<file path="src/hw/rtl/tcpm_pkg.sv">
// ---------------------------------------------------------------------------
// tcpm_pkg
// shared types and constants of the two color pyrometry mean unit
// ---------------------------------------------------------------------------
package tcpm_pkg;

  localparam int unsigned LogInW  = 40;
  localparam int unsigned LogResW = 30;
  localparam int unsigned LogFrac = 24;
  localparam int unsigned DvdW    = 41;
  localparam int unsigned DvsW    = 32;
  localparam int unsigned SumW    = 37;
  localparam int unsigned CntW    = 22;

  localparam logic [CntW-1:0] MaxPixels = 22'd2097152;
  localparam logic [DvdW-1:0] K2Num     = 41'd1258104373248;

  localparam logic [1:0] RegMaskLow  = 2'd0;
  localparam logic [1:0] RegMaskHigh = 2'd1;
  localparam logic [1:0] RegFloor    = 2'd2;
  localparam logic [1:0] RegCeiling  = 2'd3;

  typedef struct packed {
    logic              start;
    logic [LogInW-1:0] value;
  } log_req_t;

  typedef struct packed {
    logic            start;
    logic [DvdW-1:0] dividend;
    logic [DvsW-1:0] divisor;
  } div_req_t;

endpackage

</file>
<file path="src/hw/rtl/two_color_pyrometry_mean_unit.sv">
// ---------------------------------------------------------------------------
// two_color_pyrometry_mean_unit
// frame mean of two color ratio temperature over streamed rgb pixels
// ---------------------------------------------------------------------------
// usage:
//   s_axis: one pixel word per handshake, tlast marks the frame's last pixel
//   m_axis: one result word per frame, tuser is the no_pixels flag
//   cfg: register writes, always ready, only while the block is idle
// pixel path: a skipped pixel goes straight to the end-of-frame check; a
//   qualifying pixel takes two log2 passes (shift normalize, then 24
//   squarings on one 31x31 multiplier and a done flag), then the divider,
//   which is skipped when the denominator is not positive; no new pixel is
//   taken until the current one is through
// the last pixel of a frame with qualifying pixels runs the same restoring
//   divider for the mean, then the result is loaded into the output register
// after reset a start-up pass of three log2 runs builds the constant log
//   term; no pixel is accepted meanwhile
// a stalled result holds in the output register; pixels keep being taken
//   until the next frame's result is ready to be written
// ---------------------------------------------------------------------------
module two_color_pyrometry_mean_unit (
  input  logic        clk_i,
  input  logic        rst_ni,
  input  logic        s_axis_tvalid,
  output logic        s_axis_tready,
  input  logic [23:0] s_axis_tdata,   // red, green, blue
  input  logic        s_axis_tlast,   // last_pixel
  output logic        m_axis_tvalid,
  input  logic        m_axis_tready,
  output logic [39:0] m_axis_tdata,   // mean_temp, pixels_used, zero pad
  output logic        m_axis_tuser,   // no_pixels
  input  logic        cfg_valid_i,
  output logic        cfg_ready_o,
  input  logic [1:0]  cfg_index_i,
  input  logic [15:0] cfg_data_i
);
  import tcpm_pkg::*;

  localparam logic [3:0] StCGo    = 4'd0;
  localparam logic [3:0] StCWait  = 4'd1;
  localparam logic [3:0] StIdle   = 4'd2;
  localparam logic [3:0] StP1     = 4'd3;
  localparam logic [3:0] StP2     = 4'd4;
  localparam logic [3:0] StLpWait = 4'd5;
  localparam logic [3:0] StLgWait = 4'd6;
  localparam logic [3:0] StDivGo  = 4'd7;
  localparam logic [3:0] StDivW   = 4'd8;
  localparam logic [3:0] StLast   = 4'd9;
  localparam logic [3:0] StMeanW  = 4'd10;
  localparam logic [3:0] StOut    = 4'd11;

  logic [3:0]  state_q;
  logic [1:0]  cidx_q;
  logic [7:0]  mask_low_q;
  logic [8:0]  mask_high_q;
  logic [11:0] floor_q, ceil_q;
  logic [SumW-1:0] sum_q;
  logic [CntW-1:0] cnt_q;
  logic signed [33:0] cterm_q;
  logic [7:0]  r_q, g_q;
  logic        last_q;
  logic [15:0] t1_q, t2_q, t3_q;
  logic [31:0] a_q;
  logic [LogResW-1:0] lp_q;
  logic signed [33:0] d_q;
  logic        out_valid_q;
  logic [15:0] out_mean_q;
  logic [CntW-1:0] out_cnt_q;
  logic        out_none_q;

  logic [7:0]  red, green, blue, bright;
  logic        qual;
  log_req_t    log_req;
  div_req_t    div_req;
  logic        log_done, div_done;
  logic [LogResW-1:0] log_res;
  logic [DvdW-1:0] quot;
  logic [15:0] lo16, hi16, tclamp;
  logic signed [33:0] d_new;
  logic [LogInW-1:0] cval;

  assign red   = s_axis_tdata[7:0];
  assign green = s_axis_tdata[15:8];
  assign blue  = s_axis_tdata[23:16];

  always_comb begin
    bright = red;
    if (green > bright) bright = green;
    if (blue > bright) bright = blue;
  end

  assign qual = (bright > mask_low_q) && ({1'b0, bright} < mask_high_q) &&
                (red >= 8'd8) && (red <= 8'd252) && (green >= 8'd4) &&
                (cnt_q < MaxPixels);

  assign lo16 = {floor_q, 4'd0};
  assign hi16 = {ceil_q, 4'd0};

  always_comb begin
    case (cidx_q)
      2'd0:    cval = LogInW'(10000);
      2'd1:    cval = LogInW'(615);
      default: cval = LogInW'(540);
    endcase
  end

  assign log_req.start = (state_q == StCGo) || (state_q == StP2 && a_q != 32'd1) ||
                         (state_q == StLpWait && log_done);
  assign log_req.value = (state_q == StCGo) ? cval :
                         (state_q == StP2) ? LogInW'({8'd0, a_q} * {32'd0, r_q}) :
                         {32'd0, g_q};

  assign div_req.start    = (state_q == StDivGo) ||
                            (state_q == StLast && last_q && cnt_q != '0);
  assign div_req.dividend = (state_q == StDivGo) ? K2Num + DvdW'(d_q[33:1]) :
                            {4'd0, sum_q} + DvdW'(cnt_q[CntW-1:1]);
  assign div_req.divisor  = (state_q == StDivGo) ? d_q[31:0] : {10'd0, cnt_q};

  assign d_new = $signed({4'd0, lp_q}) - $signed({3'd0, log_res, 1'b0}) -
                 $signed({4'd0, log_res}) + cterm_q;

  always_comb begin
    if (quot > DvdW'(hi16)) tclamp = hi16;
    else if (quot < DvdW'(lo16)) tclamp = lo16;
    else tclamp = quot[15:0];
  end

  tcpm_log2 u_log (
    .clk_i  (clk_i),
    .rst_ni (rst_ni),
    .req_i  (log_req),
    .done_o (log_done),
    .res_o  (log_res)
  );

  tcpm_div u_div (
    .clk_i  (clk_i),
    .rst_ni (rst_ni),
    .req_i  (div_req),
    .done_o (div_done),
    .quot_o (quot)
  );

  always_ff @(posedge clk_i or negedge rst_ni) begin
    if (!rst_ni) begin
      state_q     <= StCGo;
      cidx_q      <= 2'd0;
      cterm_q     <= '0;
      mask_low_q  <= 8'd0;
      mask_high_q <= 9'd256;
      floor_q     <= 12'd1000;
      ceil_q      <= 12'd3000;
      sum_q       <= '0;
      cnt_q       <= '0;
      out_valid_q <= 1'b0;
    end else begin
      if (cfg_valid_i) begin
        case (cfg_index_i)
          RegMaskLow:  mask_low_q  <= cfg_data_i[7:0];
          RegMaskHigh: mask_high_q <= cfg_data_i[8:0];
          RegFloor:    floor_q     <= cfg_data_i[11:0];
          RegCeiling:  ceil_q      <= cfg_data_i[11:0];
          default: ;
        endcase
      end
      if (out_valid_q && m_axis_tready && state_q != StOut) out_valid_q <= 1'b0;
      case (state_q)
        StCGo: state_q <= StCWait;
        StCWait: begin
          if (log_done) begin
            case (cidx_q)
              2'd0:    cterm_q <= cterm_q - $signed({4'd0, log_res});
              2'd1:    cterm_q <= cterm_q + $signed({1'b0, log_res, 3'd0})
                                  - $signed({3'd0, log_res, 1'b0});
              default: cterm_q <= cterm_q - $signed({1'b0, log_res, 3'd0})
                                  + $signed({3'd0, log_res, 1'b0});
            endcase
            cidx_q  <= cidx_q + 2'd1;
            state_q <= (cidx_q == 2'd2) ? StIdle : StCGo;
          end
        end
        StIdle: begin
          if (s_axis_tvalid) begin
            last_q  <= s_axis_tlast;
            r_q     <= red;
            g_q     <= green;
            state_q <= qual ? StP1 : StLast;
          end
        end
        StP1: begin
          t1_q    <= {8'd0, r_q} * {8'd0, r_q};
          t2_q    <= {8'd0, r_q} * {8'd0, g_q};
          t3_q    <= {8'd0, g_q} * {8'd0, g_q};
          a_q     <= 32'd1;
          state_q <= StP2;
        end
        StP2: begin
          if (a_q == 32'd1) begin
            a_q <= 32'd3653 * {16'd0, t1_q} - 32'd16690 * {16'd0, t2_q} +
                   32'd33920 * {16'd0, t3_q};
          end else begin
            a_q     <= '0;
            state_q <= StLpWait;
          end
        end
        StLpWait: begin
          if (log_done) begin
            lp_q    <= log_res;
            state_q <= StLgWait;
          end
        end
        StLgWait: begin
          if (log_done) begin
            d_q <= d_new;
            if (d_new <= 0) begin
              sum_q   <= sum_q + SumW'(lo16);
              cnt_q   <= cnt_q + CntW'(1);
              state_q <= StLast;
            end else begin
              state_q <= StDivGo;
            end
          end
        end
        StDivGo: state_q <= StDivW;
        StDivW: begin
          if (div_done) begin
            sum_q   <= sum_q + SumW'(tclamp);
            cnt_q   <= cnt_q + CntW'(1);
            state_q <= StLast;
          end
        end
        StLast: begin
          if (!last_q) state_q <= StIdle;
          else if (cnt_q == '0) state_q <= StOut;
          else state_q <= StMeanW;
        end
        StMeanW: if (div_done) state_q <= StOut;
        StOut: begin
          if (!out_valid_q || m_axis_tready) begin
            out_valid_q <= 1'b1;
            out_none_q  <= (cnt_q == '0);
            out_cnt_q   <= cnt_q;
            out_mean_q  <= (cnt_q == '0) ? 16'd0 : quot[15:0];
            sum_q       <= '0;
            cnt_q       <= '0;
            state_q     <= StIdle;
          end
        end
        default: state_q <= StIdle;
      endcase
    end
  end

  assign s_axis_tready = (state_q == StIdle);
  assign cfg_ready_o   = 1'b1;
  assign m_axis_tvalid = out_valid_q;
  assign m_axis_tdata  = {2'd0, out_cnt_q, out_mean_q};
  assign m_axis_tuser  = out_none_q;

  a_cnt_bound: assert property (@(posedge clk_i) disable iff (!rst_ni)
    cnt_q <= MaxPixels) else $error("pixel count past limit");
  a_out_src: assert property (@(posedge clk_i) disable iff (!rst_ni)
    $rose(out_valid_q) |-> $past(state_q == StOut)) else $error("result not from out");
  a_idle_div: assert property (@(posedge clk_i) disable iff (!rst_ni)
    s_axis_tready |-> !div_done && !log_done) else $error("unit done while idle");

endmodule

</file>
<file path="src/hw/rtl/tcpm_log2.sv">
// ---------------------------------------------------------------------------
// tcpm_log2
// iterative log2 in q24: bit-serial normalize, then one squaring per cycle
// ---------------------------------------------------------------------------
module tcpm_log2 (
  input  logic                          clk_i,
  input  logic                          rst_ni,
  input  tcpm_pkg::log_req_t            req_i,
  output logic                          done_o,
  output logic [tcpm_pkg::LogResW-1:0]  res_o
);
  import tcpm_pkg::*;

  localparam logic [1:0] StIdle = 2'd0;
  localparam logic [1:0] StNorm = 2'd1;
  localparam logic [1:0] StSq   = 2'd2;

  logic [1:0]         state_q, state_d;
  logic [LogInW-1:0]  norm_q, norm_d;
  logic [5:0]         shift_q, shift_d;
  logic [4:0]         iter_q, iter_d;
  logic [30:0]        m_q, m_d;
  logic [LogResW-1:0] res_q, res_d;
  logic               done_q, done_d;
  logic [61:0]        sq;
  logic [31:0]        m2;

  assign sq = {31'd0, m_q} * {31'd0, m_q};
  assign m2 = sq[61:30];

  always_comb begin
    state_d = state_q;
    norm_d  = norm_q;
    shift_d = shift_q;
    iter_d  = iter_q;
    m_d     = m_q;
    res_d   = res_q;
    done_d  = 1'b0;
    case (state_q)
      StIdle: begin
        if (req_i.start) begin
          norm_d  = req_i.value;
          shift_d = 6'd0;
          state_d = StNorm;
        end
      end
      StNorm: begin
        if (norm_q[LogInW-1]) begin
          m_d     = norm_q[LogInW-1:9];
          res_d   = LogResW'(6'd39 - shift_q);
          iter_d  = 5'd0;
          state_d = StSq;
        end else begin
          norm_d  = {norm_q[LogInW-2:0], 1'b0};
          shift_d = shift_q + 6'd1;
        end
      end
      StSq: begin
        if (m2[31]) begin
          res_d = {res_q[LogResW-2:0], 1'b1};
          m_d   = m2[31:1];
        end else begin
          res_d = {res_q[LogResW-2:0], 1'b0};
          m_d   = m2[30:0];
        end
        iter_d = iter_q + 5'd1;
        if (iter_q == 5'(LogFrac - 1)) begin
          done_d  = 1'b1;
          state_d = StIdle;
        end
      end
      default: state_d = StIdle;
    endcase
  end

  always_ff @(posedge clk_i or negedge rst_ni) begin
    if (!rst_ni) begin
      state_q <= StIdle;
      done_q  <= 1'b0;
    end else begin
      state_q <= state_d;
      done_q  <= done_d;
    end
  end

  always_ff @(posedge clk_i) begin
    norm_q  <= norm_d;
    shift_q <= shift_d;
    iter_q  <= iter_d;
    m_q     <= m_d;
    res_q   <= res_d;
  end

  assign done_o = done_q;
  assign res_o  = res_q;

endmodule

</file>
<file path="src/hw/rtl/tcpm_div.sv">
// ---------------------------------------------------------------------------
// tcpm_div
// restoring divider, one quotient bit per cycle
// ---------------------------------------------------------------------------
module tcpm_div (
  input  logic                        clk_i,
  input  logic                        rst_ni,
  input  tcpm_pkg::div_req_t          req_i,
  output logic                        done_o,
  output logic [tcpm_pkg::DvdW-1:0]   quot_o
);
  import tcpm_pkg::*;

  logic            busy_q, done_q;
  logic [5:0]      cnt_q;
  logic [DvdW-1:0] dvd_q;
  logic [DvsW-1:0] rem_q;
  logic [DvsW-1:0] dvs_q;
  logic [DvsW:0]   trial;

  assign trial = {rem_q, dvd_q[DvdW-1]};

  always_ff @(posedge clk_i or negedge rst_ni) begin
    if (!rst_ni) begin
      busy_q <= 1'b0;
      done_q <= 1'b0;
    end else begin
      done_q <= 1'b0;
      if (!busy_q && req_i.start) begin
        busy_q <= 1'b1;
      end else if (busy_q && cnt_q == 6'(DvdW - 1)) begin
        busy_q <= 1'b0;
        done_q <= 1'b1;
      end
    end
  end

  always_ff @(posedge clk_i) begin
    if (!busy_q) begin
      if (req_i.start) begin
        dvd_q <= req_i.dividend;
        dvs_q <= req_i.divisor;
        rem_q <= '0;
        cnt_q <= 6'd0;
      end
    end else begin
      cnt_q <= cnt_q + 6'd1;
      if (trial >= {1'b0, dvs_q}) begin
        rem_q <= DvsW'(trial - {1'b0, dvs_q});
        dvd_q <= {dvd_q[DvdW-2:0], 1'b1};
      end else begin
        rem_q <= trial[DvsW-1:0];
        dvd_q <= {dvd_q[DvdW-2:0], 1'b0};
      end
    end
  end

  assign done_o = done_q;
  assign quot_o = dvd_q;

endmodule

</file>
<file path="config.mk">
export PLATFORM = sky130hd
export DESIGN_NAME = two_color_pyrometry_mean_unit
export DESIGN_NICKNAME = d
export VERILOG_FILES = /design/src/hw/rtl/tcpm_pkg.sv /design/src/hw/rtl/two_color_pyrometry_mean_unit.sv /design/src/hw/rtl/tcpm_log2.sv /design/src/hw/rtl/tcpm_div.sv
export SDC_FILE = /design/constraint.sdc
export NUM_CORES = 2
export LEC_CHECK = 0
export BUFFER_PORTS_ARGS = -buffer_cell sky130_fd_sc_hd__buf_2
export CAP_MARGIN = 20
export CORE_UTILIZATION = 55
export CTS_CLUSTER_SIZE = 16
export DETAILED_ROUTE_END_ITERATION = 7
export HOLD_SLACK_MARGIN = 0.15
export PLACE_DENSITY = 0.74
export SETUP_SLACK_MARGIN = 0.05
export SLEW_MARGIN = 30
export SYNTH_ARGS = -nofsm -noshare
export SYNTH_HDL_FRONTEND = slang
export SYNTH_SLANG_ARGS = --single-unit
</file>
<file path="constraint.sdc">
create_clock -name clk_i -period 10.4 [get_ports clk_i]
set_clock_uncertainty 0.1 [all_clocks]
set_input_delay 2.08 -clock clk_i [delete_from_list [all_inputs] [get_ports clk_i]]
set_output_delay 2.08 -clock clk_i [all_outputs]
set_load 0.01 [all_outputs]
</file>
# After elaboration in Yosys (flattened, before gate mapping)
# Cells that the tools add are included.
# totals
register_bits	569
input_bits	48
output_inout_bits	44
# classes
n_addsub	21
multipliers	8
order_cmp	12
n_eq_ne	36
n_mux	71
n_bitwise	1
reduce_logical	49
# op_table
cell	n
$mux W40	4
$mux W37	4
$mux W32	4
$mux W41	3
$pmux W37 S3	1
$mux W22	5
$pmux W40 S2	1
$add A37 B16 Y37	2
$pmux W34 S2	1
$pmux W22 S3	1
$pmux W32 S2	1
$mul A31 B31 Y62	1
$mux W31	2
$pmux W31 S2	1
$pmux W30 S2	1
$mul A8 B8 Y16	3
$pmux W4 S12	1
$mux W4	11
$add A41 B33 Y41 const A	1
$gt A41 B16 Y1	1
$lt A41 B16 Y1	1
$mul A32 B8 Y40	1
$add A37 B21 Y38	1
$add A33 B34 Y34	1
64 further kinds	145

# Longest topological paths before layout
# depth
depth_word	13
ltp_mapped	38
mapped_depth_nobuf	38

# Cells and area by module
# From an unflattened synthesis, not the netlist that was laid out.
# unflattened
hier_cells	9741
hier_area_um2	90250.3
# by_module_without_submodules
mod	instances	cells_each	area_each_um2	seq_area_each_um2
two_color_pyrometry_mean_unit	1	5727	50950.1	9491.6
tcpm_log2	1	3460	32826.5	3438.3
tcpm_div	1	554	6473.7	3383.2

# Worst setup path before layout
# Ideal clock, no wire load.
# synth_timing
kind	register to register
from	register t2_q[10]
to	register a_q[31] (data pin)
setup_ns	0.265
t_arrival_ns	8.896
t_required_ns	10.035
setup_slack_ns	1.138
path_stages_with_launch	36
synth_period_minus_slack_ns	9.262
cell_sequence	edfxtp_1 > ha_1 > ha_1 > ha_1 > inv_1 > fa_1 > inv_1 > fa_1 > inv_1 > fa_1 > inv_1 > ha_1 > a2111oi_0 > inv_1 > o21a_1 > a21o_1 > a21oi_1 > xnor2_1 > fa_1 > inv_1 > fa_1 > fa_1 > ha_1 > ha_1 > fa_1 > ha_1 > a21o_1 > a21o_1 > a21o_1 > nor3b_1 > nand3_1 > and3_1 > a2111oi_0 > a21oi_1 > nor3_1 > nor3b_1
# synth_via
elab_chain_len	5
# synth_lines
item	line_no	source
start: declaration	two_color_pyrometry_mean_unit.sv:62	logic [15:0] t1_q, t2_q, t3_q;
start signal: assignment	two_color_pyrometry_mean_unit.sv:192	t2_q <= {8'd0, r_q} * {8'd0, g_q};
$mul A14 B16 Y30	two_color_pyrometry_mean_unit.sv:199	a_q <= 32'd3653 * {16'd0, t1_q} - 32'd16690 * {16'd0, t2_q} +
$sub A28 B31 Y32	two_color_pyrometry_mean_unit.sv:199	
$add A32 B32 Y32	two_color_pyrometry_mean_unit.sv:199	
$mux W32	two_color_pyrometry_mean_unit.sv:198	if (a_q == 32'd1) begin
$pmux W32 S2	two_color_pyrometry_mean_unit.sv:167	case (state_q)
end signal: assignment	two_color_pyrometry_mean_unit.sv:199	
end: declaration	two_color_pyrometry_mean_unit.sv:63	logic [31:0] a_q;
# No other way between the ends.
# A chain may end at the register's enable or synchronous reset.

# Worst setup path in the final report
# layout_timing
from	register t2_q[3]
to	register a_q[31] (data pin)
# Same word-level chain as after synthesis.

==> results.json <==
{
  "path_class": "flip-flop to flip-flop",
  "gr-total-overflow": 0,
  "start_util_pct": 55.66,
  "slowest_stage": "edfxtp_1",
  "hold_path.class": "flip-flop to flip-flop",
  "ys_top_cells_by_count": "inv_1 (1,707), fa_1 (1,234), ha_1 (997)",
  "portBuffers": 84,
  "synth-seq-cells": 567,
  "initialDrtViolationCount": 5630,
  "rsz0062_at_grt": "false",
  "yosysSeqAreaShare_pct": 18.68,
  "cts_hold_buffers": 0,
  "root_buffer": "clkbuf_16",
  "rows": 145,
  "nNetsFinal": 11491,
  "setup_viol": 0,
  "yosys.area.top_type": "fa_1",
  "cts_sinks": 567,
  "synth_area_per_cell_sq_um": 9.478,
  "finalInstanceArea_sq_um": 92950,
  "dpl_cell_area_sq_um": 90310,
  "dp_hpwl_microns": 182700,
  "grt_antenna_before_repair": 4,
  "worst_pin_slew_ps": 1069,
  "final_layout_size_suffix_gt1_share_pct": 5.198,
  "critPathLaunchType": "flip-flop",
  "period_minus_slack_ps": 9784,
  "cts_tree": "done",
  "drc": 0,
  "yosysMostFrequentCell": "inv_1",
  "clock_path_buffers": 3,
  "slew_headroom_pct": 28.72,
  "clk_latency_ps": 710,
  "hold_ws_ps": 388.9,
  "dr.pass1.iters": 6,
  "synth_cells": 9215,
  "hold_viol": 0,
  "synth_area_leaders": "fa_1 (28%), edfxtp_1 (14%), ha_1 (14%)",
  "drt.antenna.violating_nets": 0,
  "grt_pass1_wl_microns": 371500,
  "grt_pass1_vias": 69905,
  "yosys_most_used_dff": "edfxtp_1",
  "synth-edff-count": 421,
  "yosysTopAreaCellShare_pct": 28.28,
  "max_freq_ghz": 0.1022,
  "slowest_delay_ps": 520,
  "syn-cell-area_sq_um": 87340,
  "coreArea_sq_um": 156900,
  "cts-buffers-inserted": 72,
  "synth_cell_types": 99,
  "grt.total_usage_pct": 29.07,
  "ios": 92,
  "required_ps": 10700,
  "die_x_microns": 400.5,
  "die-area_sq_um": 160400,
  "cp.arrival_ps": 10080,
  "crit_top_cell": "ha_1",
  "crit_fanout": 5,
  "routed_wl_microns": 228700,
  "wl_per_cell_microns": 20.18,
  "gp_congestion": 0.9678,
  "clk_pin_slew_ps": 70,
  "status": "finished, final reports clean",
  "async_flop_share_pct": 25.75,
  "crit_path_end_kind": "flip-flop",
  "die-height_microns": 400.5,
  "finalCritPeriodShare_pct": 94.08,
  "drv_slew": 0,
  "tns_ps": 0,
  "cap_violations": 0,
  "area_growth_pct": 6.423,
  "htree_levels": 3,
  "vias": 66029,
  "grt_start_max_net_pins": 73,
  "ys_warn_count": 0,
  "fillers": 13060,
  "final_util_pct": 59.23,
  "viasPerCell": 5.827
}
cells by family (layout without fill, tap and decap cells):
group | after synthesis | in the layout | share of synthesized area (%)
AO/OA/AOI/OAI | 1513 | 1513 | 11.38
XOR/XNOR | 399 | 399 | 4.017
adder cells (fa/ha/maj) | 2231 | 2231 | 42.57
buffers and inverters | 2023 | 2073 | 8.744
flip-flops | 567 | 567 | 18.68
multiplexers | 141 | 141 | 1.702
other | 2 | 11 | 0.008598
AND/OR/NAND/NOR | 2339 | 2339 | 12.91
path summary, 6_finish.rpt:
| path | endpoint | slack (ps) | cells after the start | start |
|---|---|---|---|---|
| max | a_q[31]$_SDFFCE_PN0P_ | 620 | 38 | t2_q[3]$_DFFE_PP_ |
| min | u_log.norm_q[9]$_DFFE_PP_ | 390 | 2 | u_log.norm_q[8]$_DFFE_PP_ |
| min reg2reg | u_log.norm_q[9]$_DFFE_PP_ | 390 | 2 | u_log.norm_q[8]$_DFFE_PP_ |
| min in group asynchronous | floor_q[11]$_DFFE_PN0P_ | 1330 | 1 | rst_ni |
| max in group asynchronous | u_div.busy_q$_DFFE_PN0P_ | 6960 | 3 | rst_ni |
| max reg2reg | a_q[31]$_SDFFCE_PN0P_ | 620 | 38 | t2_q[3]$_DFFE_PP_ |
critical path, delay by kind of cell (launching register included):
family | cells | cell delay, ps
AOI/OAI and AO/OA | 12 | 2260
xor gates and xnor gates | 1 | 190
adders and majority gates | 14 | 4990
buffers and inverters | 5 | 440
DFF | 1 | 520
and+or+nand+nor | 6 | 1010
cell usage in the layout (no fill, tap or decap), drive strengths merged, types with 75 or more instances in the layout:
master and instances:
xor2 149, a21oi 380, nand2 854, and3 75, nor2b 88, fa 1234
xnor2 249, dfrtp 132, nor2 438, edfxtp 421, clkbuf 97, ha 997
o21a 92, o21ai 332, nor3 94, a21o 178, buf 221, mux2i 81
and2 382, inv 1715, nand3 126
metal layers:
metal  GRT usage (%)  part of all wire (%)  wire (microns)  up-vias
met1           37.35                    40           92560    32931
met4           10.92                   4.1            9393        0
met5               0                     0               0        -
met3           5.037                   7.6           17470      479
li1                -                     -               -    30199
met2           49.04                    48          109300     2420
area by class of cell:
cell class,count,area (sq um),share of cell area [%]
multi-input cells,6632,63540,68.36
diodes,2,5.005,0.005384
clock inverters,37,559.3,0.6017
flip-flops and latches,567,16310,17.55
inverters,1718,6449,6.938
repair buffers,221,1495,1.609
clock buffers,97,2017,2.170
well taps,2058,2575,2.770
metrics by stage:
| step | instances | setup slack, ps |
|---|---|---|
| global route | 11331 | 61.95 |
| finish | 11332 | 616.1 |
| CTS | 11324 | 544.3 |
| floorplan | 9222 | 1138 |
| global placement | 11189 | 692.4 |
| detailed placement | 11190 | 610.1 |
repair_timing:
item                                    CTS  global route
resized for setup                         0             3
endpoints found under the setup margin    0             1
buffers inserted                          0             4
sequential cells by signal, summed over array words and instances, names as in the netlist, 15 cells and up:
register      flops
d_q              34
u_log.m_q        31
cterm_q          34
t3_q             15
u_div.rem_q      32
u_log.res_o      30
out_mean_q       16
sum_q            37
u_div.quot_o     41
u_div.dvs_q      32
t2_q             16
out_cnt_q        22
a_q              32
lp_q             30
u_log.norm_q     40
cnt_q            22
t1_q             15
Power is left out: the tool's default activity adds up to more than one toggle a clock period on the data nets, which glitch-free logic cannot reach.
